$ cat src/hdl/pcm_block_peak_envelope_macros.svh
`ifndef PCM_BLOCK_PEAK_ENVELOPE_MACROS_SVH
`define PCM_BLOCK_PEAK_ENVELOPE_MACROS_SVH

// Same-cycle implication, sampled on clk, off while arst_n is low.
`define PBPE_ASSERT_NOW(label, ante, cons, msg) \
	label: assert property (@(posedge clk) disable iff (!arst_n) (ante) |-> (cons)) \
		else $error(msg);

// Next-cycle implication, sampled on clk, off while arst_n is low.
`define PBPE_ASSERT_NEXT(label, ante, cons, msg) \
	label: assert property (@(posedge clk) disable iff (!arst_n) (ante) |=> (cons)) \
		else $error(msg);

`endif

$ cat src/hdl/pbpe_pkg.sv
`default_nettype none

package pbpe_pkg;

	localparam int MAX_CHANNELS     = 8;
	localparam int BLOCK_COUNT_BITS = 16;
	localparam int MAX_BPS          = 3;
	localparam int FRAME_W          = $clog2(MAX_BPS * MAX_CHANNELS + 1);
	localparam int CH_W             = $clog2(MAX_CHANNELS + 1);
	localparam int SAMPLE_W         = 24;
	localparam int QUEUE_DEPTH      = 4;
	localparam int QPTR_W           = $clog2(QUEUE_DEPTH);
	localparam int QCNT_W           = $clog2(QUEUE_DEPTH + 1);
	localparam logic [23:0] SPAN_LEAST_RESET = 24'd32767;

	typedef enum logic [1:0] {
		WIDTH_U8  = 2'd0,
		WIDTH_S16 = 2'd1,
		WIDTH_S24 = 2'd2
	} width_code_t;

	typedef enum logic [1:0] {
		REG_SAMPLE_WIDTH = 2'd0,
		REG_CHANNELS     = 2'd1,
		REG_BLOCK_BYTES  = 2'd2
	} reg_index_t;

	typedef struct packed {
		logic [1:0]  sample_width;
		logic [3:0]  channels;
		logic [15:0] block_bytes;
	} cfg_t;

	// One classified byte as handed from the front to the back.
	typedef struct packed {
		logic                       sample_vld;
		logic signed [SAMPLE_W-1:0] sample;
		logic                       blk_end;
		logic                       strm_end;
	} entry_t;

	// A closed block waiting for span update.
	typedef struct packed {
		logic                       blk_valid;
		logic signed [SAMPLE_W-1:0] low;
		logic signed [SAMPLE_W-1:0] high;
		logic                       done;
	} block_t;

endpackage

`default_nettype wire

$ cat src/hdl/pbpe_front.sv
`default_nettype none

module pbpe_front (
	input  wire logic            clk,
	input  wire logic            arst_n,
	input  wire pbpe_pkg::cfg_t  cfg,
	input  wire logic            in_take,
	input  wire logic [7:0]      pcm_byte,
	input  wire logic            stream_end,
	output logic                 push,
	output pbpe_pkg::entry_t     entry
);
	import pbpe_pkg::*;

	logic [BLOCK_COUNT_BITS-1:0] blk_cnt_q;
	logic [FRAME_W-1:0]          frame_cnt_q;
	logic [15:0]                 partial_q;

	logic [FRAME_W-1:0]          bps;
	logic [FRAME_W-1:0]          ch;
	logic [FRAME_W-1:0]          frame;
	logic [FRAME_W-1:0]          pos;
	logic [FRAME_W-1:0]          pos_inc;
	logic [BLOCK_COUNT_BITS-1:0] count;
	logic [BLOCK_COUNT_BITS-1:0] blen;
	logic                        last_byte;
	logic signed [SAMPLE_W-1:0]  value;

	always_comb begin
		unique case (width_code_t'(cfg.sample_width))
			WIDTH_U8:  bps = FRAME_W'(1);
			WIDTH_S16: bps = FRAME_W'(2);
			default:   bps = FRAME_W'(3);
		endcase
		if (cfg.channels == 4'd0) begin
			ch = FRAME_W'(1);
		end else if (32'(cfg.channels) > MAX_CHANNELS) begin
			ch = FRAME_W'(MAX_CHANNELS);
		end else begin
			ch = FRAME_W'(cfg.channels);
		end
		frame   = ch * bps;
		pos     = (frame_cnt_q >= frame) ? '0 : frame_cnt_q;
		pos_inc = pos + FRAME_W'(1);
		count   = blk_cnt_q + BLOCK_COUNT_BITS'(1);
		blen    = BLOCK_COUNT_BITS'(cfg.block_bytes);

		unique case (width_code_t'(cfg.sample_width))
			WIDTH_U8:  value = {{16{~pcm_byte[7]}}, ~pcm_byte[7], pcm_byte[6:0]};
			WIDTH_S16: value = {{8{pcm_byte[7]}}, pcm_byte, partial_q[7:0]};
			default:   value = {pcm_byte, partial_q};
		endcase

		entry.sample_vld = (pos_inc == bps);
		entry.sample     = value;
		entry.blk_end    = (count == blen);
		entry.strm_end   = stream_end;
		last_byte        = entry.blk_end || stream_end;
		push             = in_take && (entry.sample_vld || last_byte);
	end

	always_ff @(posedge clk or negedge arst_n) begin
		if (!arst_n) begin
			blk_cnt_q   <= '0;
			frame_cnt_q <= '0;
			partial_q   <= '0;
		end else if (in_take) begin
			if (last_byte) begin
				blk_cnt_q   <= '0;
				frame_cnt_q <= '0;
				partial_q   <= '0;
			end else begin
				blk_cnt_q   <= count;
				frame_cnt_q <= (pos_inc >= frame) ? '0 : pos_inc;
				// only the leading bytes of a multi-byte sample are held
				if (pos_inc < bps) begin
					if (pos == '0) begin
						partial_q <= {8'd0, pcm_byte};
					end else begin
						partial_q <= {pcm_byte, partial_q[7:0]};
					end
				end
			end
		end
	end

endmodule

`default_nettype wire

$ cat src/hdl/pbpe_queue.sv
`default_nettype none

`include "pcm_block_peak_envelope_macros.svh"

module pbpe_queue (
	input  wire logic              clk,
	input  wire logic              arst_n,
	input  wire logic              push,
	input  wire pbpe_pkg::entry_t  wr_entry,
	output logic                   full,
	output logic                   rd_vld,
	input  wire logic              pop,
	output pbpe_pkg::entry_t       rd_entry
);
	import pbpe_pkg::*;

	entry_t            slot_q [QUEUE_DEPTH];
	logic [QPTR_W-1:0] wr_ptr_q;
	logic [QPTR_W-1:0] rd_ptr_q;
	logic [QCNT_W-1:0] cnt_q;
	logic              do_push;
	logic              do_pop;

	assign full     = (cnt_q == QCNT_W'(QUEUE_DEPTH));
	assign rd_vld   = (cnt_q != '0);
	assign rd_entry = slot_q[rd_ptr_q];
	assign do_push  = push && !full;
	assign do_pop   = pop && rd_vld;

	always_ff @(posedge clk) begin
		if (do_push) begin
			slot_q[wr_ptr_q] <= wr_entry;
		end
	end

	always_ff @(posedge clk or negedge arst_n) begin
		if (!arst_n) begin
			wr_ptr_q <= '0;
			rd_ptr_q <= '0;
			cnt_q    <= '0;
		end else begin
			if (do_push) begin
				wr_ptr_q <= wr_ptr_q + QPTR_W'(1);
			end
			if (do_pop) begin
				rd_ptr_q <= rd_ptr_q + QPTR_W'(1);
			end
			cnt_q <= cnt_q + QCNT_W'(do_push) - QCNT_W'(do_pop);
		end
	end

	`PBPE_ASSERT_NOW(a_no_overflow, push, !full, "queue push while full")
	`PBPE_ASSERT_NOW(a_cnt_bound, 1'b1, cnt_q <= QCNT_W'(QUEUE_DEPTH), "queue count out of range")
	`PBPE_ASSERT_NEXT(a_cnt_step, do_push && !do_pop, cnt_q == $past(cnt_q) + QCNT_W'(1),
		"queue count missed a push")

endmodule

`default_nettype wire

$ cat src/hdl/pbpe_back.sv
`default_nettype none

`include "pcm_block_peak_envelope_macros.svh"

module pbpe_back (
	input  wire logic              clk,
	input  wire logic              arst_n,
	input  wire logic              q_vld,
	input  wire pbpe_pkg::entry_t  q_entry,
	output logic                   q_pop,
	output logic                   out_vld,
	input  wire logic              out_rdy,
	output logic                   block_valid,
	output logic signed [23:0]     block_low,
	output logic [22:0]            block_high,
	output logic [23:0]            span_least,
	output logic [23:0]            span_most,
	output logic                   stream_done
);
	import pbpe_pkg::*;

	logic signed [SAMPLE_W-1:0] run_low_q;
	logic signed [SAMPLE_W-1:0] run_high_q;
	logic signed [SAMPLE_W-1:0] new_low;
	logic signed [SAMPLE_W-1:0] new_high;
	block_t                     blk_s1;
	logic                       blk_vld_s1;
	logic [23:0]                least_q;
	logic [23:0]                most_q;
	logic [23:0]                span;
	logic [23:0]                least_new;
	logic [23:0]                most_new;
	logic                       out_vld_q;
	logic                       s2_go;
	logic                       s1_free;
	logic                       has_result;

	// Stage A: fold the sample into the running min and max.
	always_comb begin
		new_low  = run_low_q;
		new_high = run_high_q;
		if (q_entry.sample_vld) begin
			if (q_entry.sample > run_high_q) begin
				new_high = q_entry.sample;
			end else if (q_entry.sample < run_low_q) begin
				new_low = q_entry.sample;
			end
		end
	end

	assign s2_go      = !out_vld_q || out_rdy;
	assign s1_free    = !blk_vld_s1 || s2_go;
	assign has_result = q_entry.blk_end || q_entry.strm_end;
	assign q_pop      = q_vld && (!has_result || s1_free);

	always_ff @(posedge clk or negedge arst_n) begin
		if (!arst_n) begin
			run_low_q  <= '0;
			run_high_q <= '0;
			blk_vld_s1 <= 1'b0;
		end else begin
			if (q_pop && has_result) begin
				blk_vld_s1 <= 1'b1;
			end else if (s2_go) begin
				blk_vld_s1 <= 1'b0;
			end
			if (q_pop) begin
				if (has_result) begin
					run_low_q  <= '0;
					run_high_q <= '0;
				end else begin
					run_low_q  <= new_low;
					run_high_q <= new_high;
				end
			end
		end
	end

	always_ff @(posedge clk) begin
		if (q_pop && has_result) begin
			blk_s1.blk_valid <= q_entry.blk_end;
			blk_s1.low       <= q_entry.blk_end ? new_low : '0;
			blk_s1.high      <= q_entry.blk_end ? new_high : '0;
			blk_s1.done      <= q_entry.strm_end;
		end
	end

	// Stage B: span of the closed block against the stream extremes.
	always_comb begin
		span      = 24'(blk_s1.high - blk_s1.low);
		least_new = least_q;
		most_new  = most_q;
		if (blk_s1.blk_valid) begin
			if (span < least_q) begin
				least_new = span;
			end
			if (span > most_q) begin
				most_new = span;
			end
		end
	end

	always_ff @(posedge clk or negedge arst_n) begin
		if (!arst_n) begin
			least_q   <= SPAN_LEAST_RESET;
			most_q    <= '0;
			out_vld_q <= 1'b0;
		end else if (s2_go) begin
			out_vld_q <= blk_vld_s1;
			if (blk_vld_s1) begin
				least_q <= blk_s1.done ? SPAN_LEAST_RESET : least_new;
				most_q  <= blk_s1.done ? '0 : most_new;
			end
		end
	end

	always_ff @(posedge clk) begin
		if (s2_go && blk_vld_s1) begin
			block_valid <= blk_s1.blk_valid;
			block_low   <= blk_s1.low;
			block_high  <= blk_s1.high[22:0];
			span_least  <= least_new;
			span_most   <= most_new;
			stream_done <= blk_s1.done;
		end
	end

	assign out_vld = out_vld_q;

	`PBPE_ASSERT_NOW(a_low_nonpos, 1'b1, run_low_q[SAMPLE_W-1] || run_low_q == '0,
		"running minimum above zero")
	`PBPE_ASSERT_NOW(a_high_nonneg, 1'b1, !run_high_q[SAMPLE_W-1], "running maximum below zero")
	`PBPE_ASSERT_NOW(a_tail_closes, out_vld_q && !block_valid,
		stream_done && block_low == '0 && block_high == '0, "partial tail result malformed")
	`PBPE_ASSERT_NEXT(a_stream_reset, out_vld_q && out_rdy && stream_done && !blk_vld_s1,
		least_q == SPAN_LEAST_RESET && most_q == '0, "spans not cleared after stream end")

endmodule

`default_nettype wire

$ cat src/hdl/pcm_block_peak_envelope.sv
`default_nettype none

// Peak envelope of a little-endian PCM byte stream. Bytes arrive one per item
// on the s_ side; the first channel of each frame is decoded (unsigned 8-bit
// less 128, signed 16-bit or signed 24-bit) and each block of block_bytes bytes
// yields one result on the m_ side with the block minimum and maximum (both
// clipped at zero) and the smallest (capped at 32767) and largest block span
// seen so far in the stream. A byte with s_tlast set closes the stream: if it
// does not end a full block a result with tuser low and zero min/max is sent,
// and all spans start over. The block takes one byte every clock cycle while
// s_tready is high; a block's last byte passes the queue, the stage A block
// register and the span stage output register before m_tvalid rises, later
// while earlier results wait on m_tready. Between the byte decoder and the
// min/max and span datapath sits a four-entry queue, so the input keeps flowing
// while a result waits on m_tready; s_tready drops only once that queue is full.
// Write configuration (index 0 sample width, 1 channels, 2 block length) only
// while no bytes are in flight; writes take effect at once and are always taken.

module pcm_block_peak_envelope (
	input  wire logic         clk,
	input  wire logic         arst_n,
	// configuration write channel
	input  wire logic         cfg_valid,
	output logic              cfg_ready,
	input  wire logic [1:0]   cfg_index,
	input  wire logic [15:0]  cfg_data,
	// byte input
	input  wire logic         s_tvalid,
	output logic              s_tready,
	input  wire logic [7:0]   s_tdata,   // [7:0] pcm_byte
	input  wire logic         s_tlast,   // stream_end
	// result output
	output logic              m_tvalid,
	input  wire logic         m_tready,
	output logic [95:0]       m_tdata,   // [23:0] block_low, [46:24] block_high,
	                                     // [70:47] span_least, [94:71] span_most, [95] zero
	output logic              m_tuser,   // block_valid
	output logic              m_tlast    // stream_done
);
	import pbpe_pkg::*;

	cfg_t   cfg_q;
	entry_t push_entry;
	entry_t q_entry;
	logic   push;
	logic   q_full;
	logic   q_vld;
	logic   q_pop;
	logic   in_take;

	logic signed [23:0] block_low;
	logic [22:0]        block_high;
	logic [23:0]        span_least;
	logic [23:0]        span_most;

	assign cfg_ready = 1'b1;

	// Hold register values; drop writes to indexes past the list.
	always_ff @(posedge clk or negedge arst_n) begin
		if (!arst_n) begin
			cfg_q.sample_width <= WIDTH_S16;
			cfg_q.channels     <= 4'd2;
			cfg_q.block_bytes  <= 16'd2352;
		end else if (cfg_valid) begin
			unique case (reg_index_t'(cfg_index))
				REG_SAMPLE_WIDTH: cfg_q.sample_width <= cfg_data[1:0];
				REG_CHANNELS:     cfg_q.channels     <= cfg_data[3:0];
				REG_BLOCK_BYTES:  cfg_q.block_bytes  <= cfg_data;
				default: ;
			endcase
		end
	end

	assign s_tready = !q_full;
	assign in_take  = s_tvalid && s_tready;

	pbpe_front u_front (
		.clk        (clk),
		.arst_n     (arst_n),
		.cfg        (cfg_q),
		.in_take    (in_take),
		.pcm_byte   (s_tdata),
		.stream_end (s_tlast),
		.push       (push),
		.entry      (push_entry)
	);

	pbpe_queue u_queue (
		.clk      (clk),
		.arst_n   (arst_n),
		.push     (push),
		.wr_entry (push_entry),
		.full     (q_full),
		.rd_vld   (q_vld),
		.pop      (q_pop),
		.rd_entry (q_entry)
	);

	pbpe_back u_back (
		.clk         (clk),
		.arst_n      (arst_n),
		.q_vld       (q_vld),
		.q_entry     (q_entry),
		.q_pop       (q_pop),
		.out_vld     (m_tvalid),
		.out_rdy     (m_tready),
		.block_valid (m_tuser),
		.block_low   (block_low),
		.block_high  (block_high),
		.span_least  (span_least),
		.span_most   (span_most),
		.stream_done (m_tlast)
	);

	// Pack result fields from the lowest bit up; pad the top bit with zero.
	assign m_tdata = {1'b0, span_most, span_least, block_high, block_low};

endmodule

`default_nettype wire
$ cat config.mk
export PLATFORM = sky130hd
export DESIGN_NAME = pcm_block_peak_envelope
export DESIGN_NICKNAME = d
export VERILOG_FILES = /design/src/hdl/pbpe_pkg.sv /design/src/hdl/pbpe_front.sv /design/src/hdl/pbpe_queue.sv /design/src/hdl/pbpe_back.sv /design/src/hdl/pcm_block_peak_envelope.sv
export VERILOG_INCLUDE_DIRS = /design/src /design/src/hdl
export SDC_FILE = /design/constraint.sdc
export NUM_CORES = 1
export LEC_CHECK = 0
export BUFFER_PORTS_ARGS = -buffer_cell sky130_fd_sc_hd__buf_2
export CORE_ASPECT_RATIO = 0.8
export CORE_UTILIZATION = 30
export DETAILED_ROUTE_END_ITERATION = 6
export GPL_TIMING_DRIVEN = 0
export HOLD_SLACK_MARGIN = 0.06
export PLACE_DENSITY = 0.56
export SETUP_SLACK_MARGIN = 0.3
export SYNTH_ARGS = -nofsm -noshare
export SYNTH_HDL_FRONTEND = slang
export SYNTH_SLANG_ARGS = --single-unit
$ cat constraint.sdc
create_clock -name clk -period 7.74 [get_ports clk]
set_clock_uncertainty 0.05 [all_clocks]
set_input_delay 0.387 -clock clk [delete_from_list [all_inputs] [get_ports clk]]
set_output_delay 0.387 -clock clk [all_outputs]
set_load 0.03 [all_outputs]
# Yosys cells after proc, flatten, opt, wreduce, memory -nomap -nowiden

Memory sizes are Yosys's and may differ from the RTL's.
Cells that the tools add are included.

Add/subtract/negate cells: 7
Multipliers: 1
Divide/modulo/power cells: 0
Order comparisons: 8
Eq/ne operators: 6
Shift-type cells: 0
Mux-type cells: 28
Bitwise operators: 1
Reductions and logical operators: 31

Operators by type and width:

| cell                                                                   | count |
|---|---|
| 24-bit 2-to-1 mux                                                      | 13 |
| 16-bit 2-to-1 mux                                                      | 4 |
| 24-bit greater-than comparator                                         | 2 |
| 24-bit less-than comparator                                            | 2 |
| 24-bit case mux with 2 select lines                                    | 1 |
| 24-bit subtractor                                                      | 1 |
| 5-bit 2-to-1 mux                                                       | 4 |
| 16-bit by 1-bit adder with 16-bit output (second input constant)       | 1 |
| 16-bit equality test                                                   | 1 |
| 5-bit greater-or-equal comparator                                      | 2 |
| 2-bit AND reduction                                                    | 5 |
| 1-bit logical AND                                                      | 7 |
| 1-bit logical OR                                                       | 6 |
| 2-bit nonzero test                                                     | 3 |
| 5-bit by 1-bit adder with 5-bit output (second input constant)         | 1 |
| 5-bit by 2-bit equality test with 1-bit output                         | 1 |
| 5-bit zero test                                                        | 1 |
| 5-bit by 2-bit less-than comparator with 1-bit output                  | 1 |
| 5-bit by 2-bit multiplier with 5-bit output                            | 1 |
| 2-bit by 1-bit adder with 2-bit output (second input constant)         | 2 |
| 2-bit by 1-bit equality test with 1-bit output (second input constant) | 2 |
| 4-bit greater-than comparator (second input constant)                  | 1 |
| 1-bit zero test                                                        | 4 |
| 2-bit zero test                                                        | 2 |
| other kinds (11)                                                       | 14 |

Register bits: 311
Bits in latches: 0
Memory bits (writable): 108
ROM bits: 0
Bits of input ports: 32
Output and inout bits: 101
Memories kept: 1

Memory list:

| name           | depth | width | read ports | clocked after Yosys merged registers in | wr ports | RTL line         | source |
|---|---|---|---|---|---|---|---|
| u_queue.slot_q | 4     | 27    | 1          | 0                                       | 1        | pbpe_queue.sv:17 | `entry_t slot_q [QUEUE_DEPTH];` |

# Depth between registers and ports, before layout

Gate-level depths: netlist of run 1.

Depth in word-level cells: 13
Mapped depth: 28
Mapped depth without buffers: 26

# Cells and area by module

Synthesis of run 1 repeated with hierarchy kept, for this count alone.

Cell total of the unflattened synthesis: 1797
Area total of the unflattened synthesis: 22071.2 µm²

By module, submodules not included:

| module                  | instances | cells each | area each (µm²) | sequential area each (µm²) |
|---|---|---|---|---|
| pbpe_back               | 1         | 1163       | 13291.5         | 6885.4 |
| pbpe_queue              | 1         | 181        | 4370.4          | 3418.3 |
| pbpe_front              | 1         | 399        | 3487.1          | 925.9 |
| pcm_block_peak_envelope | 1         | 54         | 922.1           | 558.0 |

# Worst setup path after synthesis of run 1

Ideal clock, no wire load.

Kind: reg2reg
Start point: register cfg_q[20] (netlist name)
End point: memory u_queue.slot_q[0][0] (netlist name) (enable)
Library setup time: 0.386 ns
Arrival: 5.479 ns
Data required time: 7.304 ns
Slack: 1.825 ns
Stages on the path, launching flop included: 24
Path buffers: 2
Cell sequence: dfstp_2 clkbuf_1 or2_2 clkbuf_1 inv_1 nor3b_1 fa_1 inv_1 ha_1 a21o_1 a31oi_1 maj3_1 o21a_1 nand2_1 inv_1 ha_1 nand2_1 a2111oi_0 a31oi_1 nor2_1 a221o_1 and3_1 o21a_1 and2_1

RTL lines:

| what            | RTL line                      | source |
|---|---|---|
| start, declared | pcm_block_peak_envelope.sv:42 | `cfg_t cfg_q;` |
| end, declared   | pbpe_queue.sv:17              |  |

# Worst setup path in the final report of run 1

Start point: register u_back.blk_s1[1] (netlist name)
End point: register u_back.span_least[22] (data pin)

Word-level cells in the longest chain between the ends: 4

Ends and longest elaborated chain:

| what                        | RTL line         | source |
|---|---|---|
| start, declared             | pbpe_back.sv:26  | `block_t blk_s1;` |
| 24-bit subtractor (*)       | pbpe_back.sv:90  | `span = 24'(blk_s1.high - blk_s1.low);` |
| 24-bit less-than comparator | pbpe_back.sv:94  | `if (span < least_q) begin` |
| 24-bit 2-to-1 mux (*)       | pbpe_back.sv:94  |  |
| 24-bit 2-to-1 mux (*)       | pbpe_back.sv:93  | `if (blk_s1.blk_valid) begin` |
| via u_back.least_new[22]    | pbpe_back.sv:31  | `logic [23:0] least_new;` |
| end signal, assigned        | pbpe_back.sv:122 | `span_least <= least_new;` |
| end, declared               | pbpe_back.sv:16  | `output logic [23:0] span_least,` |

The timed path passes the listed nets; every way through them passes the cells marked *.
A chain may end at the register's enable or synchronous reset.

==> impl_metrics.tcl, run 1 <==
set metrics [dict create \
    outcome "finished, violations left" \
    violations "DRC" \
    relSlewSlack_pct 28.0 \
    synth_seq_area_share_pct 55.0 \
    tns_ns 0 \
    port_buffers 129 \
    clkTransAtPathRegs_ns 0.06 \
    cts_setup_buffers 0 \
    reg2reg_from "u_back.blk_s1[1]" \
    initial_utilization_pct 30.4 \
    post-synth-top-area-fraction_pct 35.7 \
    synth_common_cells "edfxtp_1, inv_1, dfrtp_1" \
    grt-ovfl-total 0 \
    hold_viol 0 \
    syn_to_final_growth_pct 17.5 \
    synth_most_common_cell "edfxtp_1" \
    dp_hpwl_mm 38.3 \
    cts_made_buffers 46 \
    tightest_slew_ns 1.05 \
    synth_ff_type "edfxtp_1" \
    gp_congestion 0.869 \
    synthTopCellsByArea "edfxtp_1, dfrtp_1, ha_1, mux2i_1, mux2_2" \
    setup_viol_count_final 0 \
    finalCritPeriodShare_pct 91.7 \
    grt_pass1_wl_mm 82.0 \
    place_area_um2 23300 \
    vias_per_cell 4.95 \
    nets 2140 \
    crit_required_ns 7.95 \
    cp-end-kind "flip-flop" \
    synthArstFlopShare_pct 39.1 \
    syn_area_um2 21400 \
    drv_cap 0 \
    grt_max_degree 116 \
    arrival_ns 7.31 \
    placed_cells 2834 \
    fill_cells 6882 \
    ys_types 87 \
    critical_path.startpoint "u_back.blk_s1[1]" \
    hp-class "primary input to flip-flop" \
    cp_max_fo 10 \
    fp.dieW_um 301 \
    clock_latency_ns 0.58 \
    ys_ff_latch 419 \
    grt_setup_unrepaired "no" \
    r2r_setup_slack_ns 0.64 \
    rows 87 \
    finalNonFillerCells 2939 \
    core-area_um2 70600 \
    cts.sinks 419 \
    wire_per_inst_um 17.9 \
    syn_inst 1768 \
    critPathKind "flip-flop to flip-flop" \
    drc 23 \
    dieArea_um2 72600 \
    layout-drive-gt1-share_pct 18.5 \
    clockBufferDepth 3 \
    drtIter0Drc 1205 \
    cts_tree "yes" \
    min_from "s_tdata[2]" \
    regArea_um2 11800 \
    final_area_um2 25200 \
    cts_max_level 2 \
    grt_pass1_vias 14224 \
    ant_nets 0 \
    min_period_ns 7.10 \
    boundaryPins 133 \
    synth_nets 1940 \
    diodes 0 \
    cts_root_buf "clkbuf_16" \
    dr.pass1.iters 7 \
    synth_edf_count 255 \
    fmax_mhz 141 \
    fp.dieH_um 241 \
    antenna_found_initial 0 \
    syn_avg_cell_area_um2 12.1 \
    multi_input_area_um2 8690 \
    wirelength_mm 52.6 \
    startpoint_type "flip-flop" \
    yosys_warnings 0 \
    routed-via-count 14552 \
    maxSlewViolCount 0 \
    track_usage_pct 14.5 \
    yosys.area.top_type "edfxtp_1" \
]
==> state kept, by name, indices dropped and copies added (netlist names), 22 cells and up <==
name	count
u_queue.slot_q	108
u_back.block_low	24
u_back.most_q	24
u_back.span_most	24
u_back.run_high_q	24
cfg_q	22
u_back.run_low_q	24
u_back.span_least	24
u_back.block_high	23
u_back.least_q	24
u_back.blk_s1	50
==> logic make-up after synthesis <==
logic type,after synthesis,synth area share (%)
buffers and inverters,248,4.57
adder cells (fa/ha/maj),141,8.32
AO/OA/AOI/OAI,363,11.6
multiplexers,169,9.80
flip-flops,419,55.0
other,2,0.0350
AND/OR/NAND/NOR,384,8.89
XOR/XNOR,42,1.79
==> area by class of cell <==
type	count	share of cell area [%]
plain buffers	71	1.27
clock buffers	54	4.81
clock inverters	31	1.70
inverters	176	2.62
multi-input cells	1101	34.5
flip-flops and latches	419	46.8
well taps	934	4.64
repair buffers	153	3.70
==> per-layer routing <==
| metal | share of wire, % | up-vias | track usage, % | wire [µm] |
|---|---|---|---|---|
| met5 | 0 | - | 0 | 0 |
| met3 | 4.9 | 71 | 2.03 | 2590 |
| met1 | 48 | 7166 | 20.9 | 25400 |
| met2 | 45 | 409 | 22.4 | 23500 |
| met4 | 2.3 | 0 | 4.43 | 1190 |
| li1 | - | 6906 | - | - |
==> placed cells by master, fill, tap and decap left out, types with 13 or more instances in the layout <==
| cell | instances |
|---|---|
| edfxtp_1 | 255 |
| inv_1 | 175 |
| dfrtp_1 | 143 |
| buf_2 | 137 |
| ha_1 | 137 |
| nand2_1 | 97 |
| nor2_1 | 96 |
| o21ai_0 | 87 |
| mux2i_1 | 76 |
| mux2_2 | 67 |
| a21oi_1 | 59 |
| nand3_1 | 50 |
| clkbuf_1 | 48 |
| a22o_1 | 48 |
| clkbuf_16 | 47 |
| a21o_1 | 40 |
| mux4_2 | 26 |
| xnor2_1 | 24 |
| nor3_1 | 24 |
| dfstp_2 | 21 |
| dlygate4sd3_1 | 21 |
| nand4_1 | 18 |
| xor2_1 | 17 |
| nor2b_1 | 14 |
| a2bb2oi_1 | 14 |
| a22oi_1 | 14 |
| and3_1 | 13 |
| o211ai_1 | 13 |
==> critical path, cell delays in order, from the launching register on <==
cell,delay (ns)
edfxtp_1,0.49
inv_1,0.11
ha_1,0.16
inv_1,0.05
fa_1,0.42
a211o_1,0.31
a21boi_0,0.33
o21ai_1,0.20
a211oi_1,0.46
o31ai_1,0.27
xor2_1,0.52
ha_1,0.35
a2111oi_0,0.90
o211ai_1,0.20
a21oi_1,0.33
o311a_1,0.42
buf_1,0.58
clkbuf_1,0.40
o21ai_0,0.24
==> per-stage QoR <==
stage / util [%] / setup WS [ns] / hold slack [ns]
after floorplan: - / 1.82 / 0.0414
after global placement: 32.9 / 0.442 / 0.392
after detailed placement: 33.0 / 0.645 / 0.294
after CTS: 35.7 / 0.608 / 0.0678
final: 35.7 / 0.642 / 0.0978
after global routing: 35.7 / 0.393 / 0.0883
==> path summary, 6_finish.rpt <==
check | cells past startpoint | endpoint
max | 18 | u_back.span_least[22]
min | 2 | u_front.partial_q[2]
max reg2reg | 18 | u_back.span_least[22]
min reg2reg | 0 | u_back.block_low[21]
max in group asynchronous | 3 | u_front.blk_cnt_q[12]
min in group asynchronous | 2 | u_back.most_q[20]
==> what timing repair did <==
item                                    4_1_cts  5_1_grt
hold endpoints to repair                     78        0
gates resized for setup                       0        5
hold buffers                                 21        0
endpoints found under the setup margin        0      110
Power of run 1 is not shown: default switching activity piles up to over one toggle a cycle in this logic, so the estimate is an artifact.
==> run 2: changes to the inputs <==
Settings changed: RECOVER_POWER from default to 100.
==> impl_metrics.tcl, run 2 (synthesized netlist as in run 1, its figures left out) <==
set metrics [dict create \
    clockBufferDepth 3 \
    syn_to_final_growth_pct 16.3 \
    antenna_found_initial 0 \
    fill_cells 6968 \
    dp_hpwl_mm 38.3 \
    clkTransAtPathRegs_ns 0.06 \
    ant_nets 0 \
    crit_required_ns 7.96 \
    grt_pass1_wl_mm 82.0 \
    initial_utilization_pct 30.4 \
    relSlewSlack_pct -108 \
    cts_max_level 2 \
    final_area_um2 24900 \
    port_buffers 129 \
    grt-ovfl-total 0 \
    layout_common_cells "edfxtp_1, inv_1, clkbuf_1" \
    wire_per_inst_um 17.9 \
    tightest_slew_ns 3.13 \
    routed-via-count 14545 \
    placed_cells 2834 \
    maxSlewViolCount 319 \
    regArea_um2 11800 \
    cts_root_buf "clkbuf_16" \
    finalNonFillerCells 2939 \
    finalCritPeriodShare_pct 92.3 \
    startpoint_type "flip-flop" \
    tns_ns 0 \
    vias_per_cell 4.95 \
    outcome "finished, violations left" \
    wl_met3_mm 2.49 \
    track_usage_pct 14.5 \
    drv_cap 5 \
    fp.dieW_um 301 \
    cts.sinks 419 \
    clock_latency_ns 0.58 \
    layout-drive-gt1-share_pct 10.8 \
    cp_max_fo 10 \
    place_area_um2 23300 \
    cts_tree "yes" \
    diodes 0 \
    wirelength_mm 52.7 \
    gp_congestion 0.869 \
    boundaryPins 133 \
    cp-end-kind "flip-flop" \
    violations "DRC, capacitance limit, slew limit" \
    hold_viol 0 \
    drc 22 \
    arrival_ns 7.36 \
    top_register "u_queue.slot_q" \
    wl_met2_mm 23.5 \
    fin_util_pct 35.3 \
    setup_viol_count_final 0 \
    final_common_cell "edfxtp_1" \
    grt_setup_unrepaired "no" \
    critPathKind "flip-flop to flip-flop" \
    min_period_ns 7.14 \
    wirelength_met1_mm 25.5 \
    nets 2140 \
    core-area_um2 70600 \
    fmax_mhz 140 \
    cts_made_buffers 46 \
    largest_reg_flops 108 \
    dieArea_um2 72600 \
    routed.top_layer "met4" \
    grt_pass1_vias 14224 \
    top_regs "u_queue.slot_q x108, u_back.blk_s1 x50" \
    grt_max_degree 116 \
    fp.dieH_um 241 \
    multi_input_area_um2 8660 \
    drtIter0Drc 1123 \
    rows 87 \
    dr.pass1.iters 7 \
    hp-class "primary input to flip-flop" \
]
[run 2: path summary, 6_finish.rpt]
path	cells past startpoint	start	to	slack, ns
worst max-delay path	18	u_back.blk_s1[1]	u_back.span_least[22]	0.60
worst min-delay path	2	s_tdata[1]	u_front.partial_q[1]	0.09
worst max register to register	18	u_back.blk_s1[1]	u_back.span_least[22]	0.60
worst min register to register	0	u_back.blk_s1[40]	u_back.block_low[15]	0.41
max in group asynchronous	3	arst_n	u_front.blk_cnt_q[1]	2.16
min in group asynchronous	2	arst_n	u_back.most_q[20]	1.28
[run 2: cell type report]
class / count / area share (%)
flip-flops and latches: 419 / 47.2
repair buffers: 153 / 2.95
well taps: 934 / 4.68
multi-input cells: 1101 / 34.7
inverters: 176 / 2.65
clock inverters: 31 / 1.72
plain buffers: 71 / 1.17
clock buffers: 54 / 4.86
[run 2: per-layer routing]
layer  track usage [%]  vias to the layer above
met5                 0                        -
li1                  -                     6909
met2              22.4                      376
met4              4.43                        0
met1              20.9                     7193
met3              2.03                       67
[run 2: stage by stage]
| stage | hold slack, ns | setup WS [ns] |
|---|---|---|
| floorplan | 0.0414 | 1.82 |
| global placement | 0.392 | 0.442 |
| detailed placement | 0.294 | 0.645 |
| CTS | 0.0678 | 0.608 |
| global route | 0.0864 | 0.312 |
| finish | 0.0941 | 0.598 |
[run 2: what timing repair did]
item,4_1_cts,5_1_grt
gates resized for setup,0,5
setup endpoints to repair,0,110
setup buffers,0,0
endpoints found under the hold margin,78,0
hold buffers,21,0
[run 2: worst max-delay path, cell delays in order, from the launching register on]
cell and delay [ns]:
edfxtp_1 0.49, inv_1 0.11, ha_1 0.16, inv_1 0.05
fa_1 0.42, a211o_1 0.31, a21boi_0 0.33, o21ai_0 0.26
a211oi_1 0.45, o31ai_1 0.26, xor2_1 0.52, ha_1 0.35
a2111oi_0 0.90, o211ai_1 0.20, a21oi_1 0.35, o311a_1 0.43
clkbuf_1 0.58, clkbuf_1 0.40, o21ai_0 0.23
Power of run 2 is left out for the same reason.
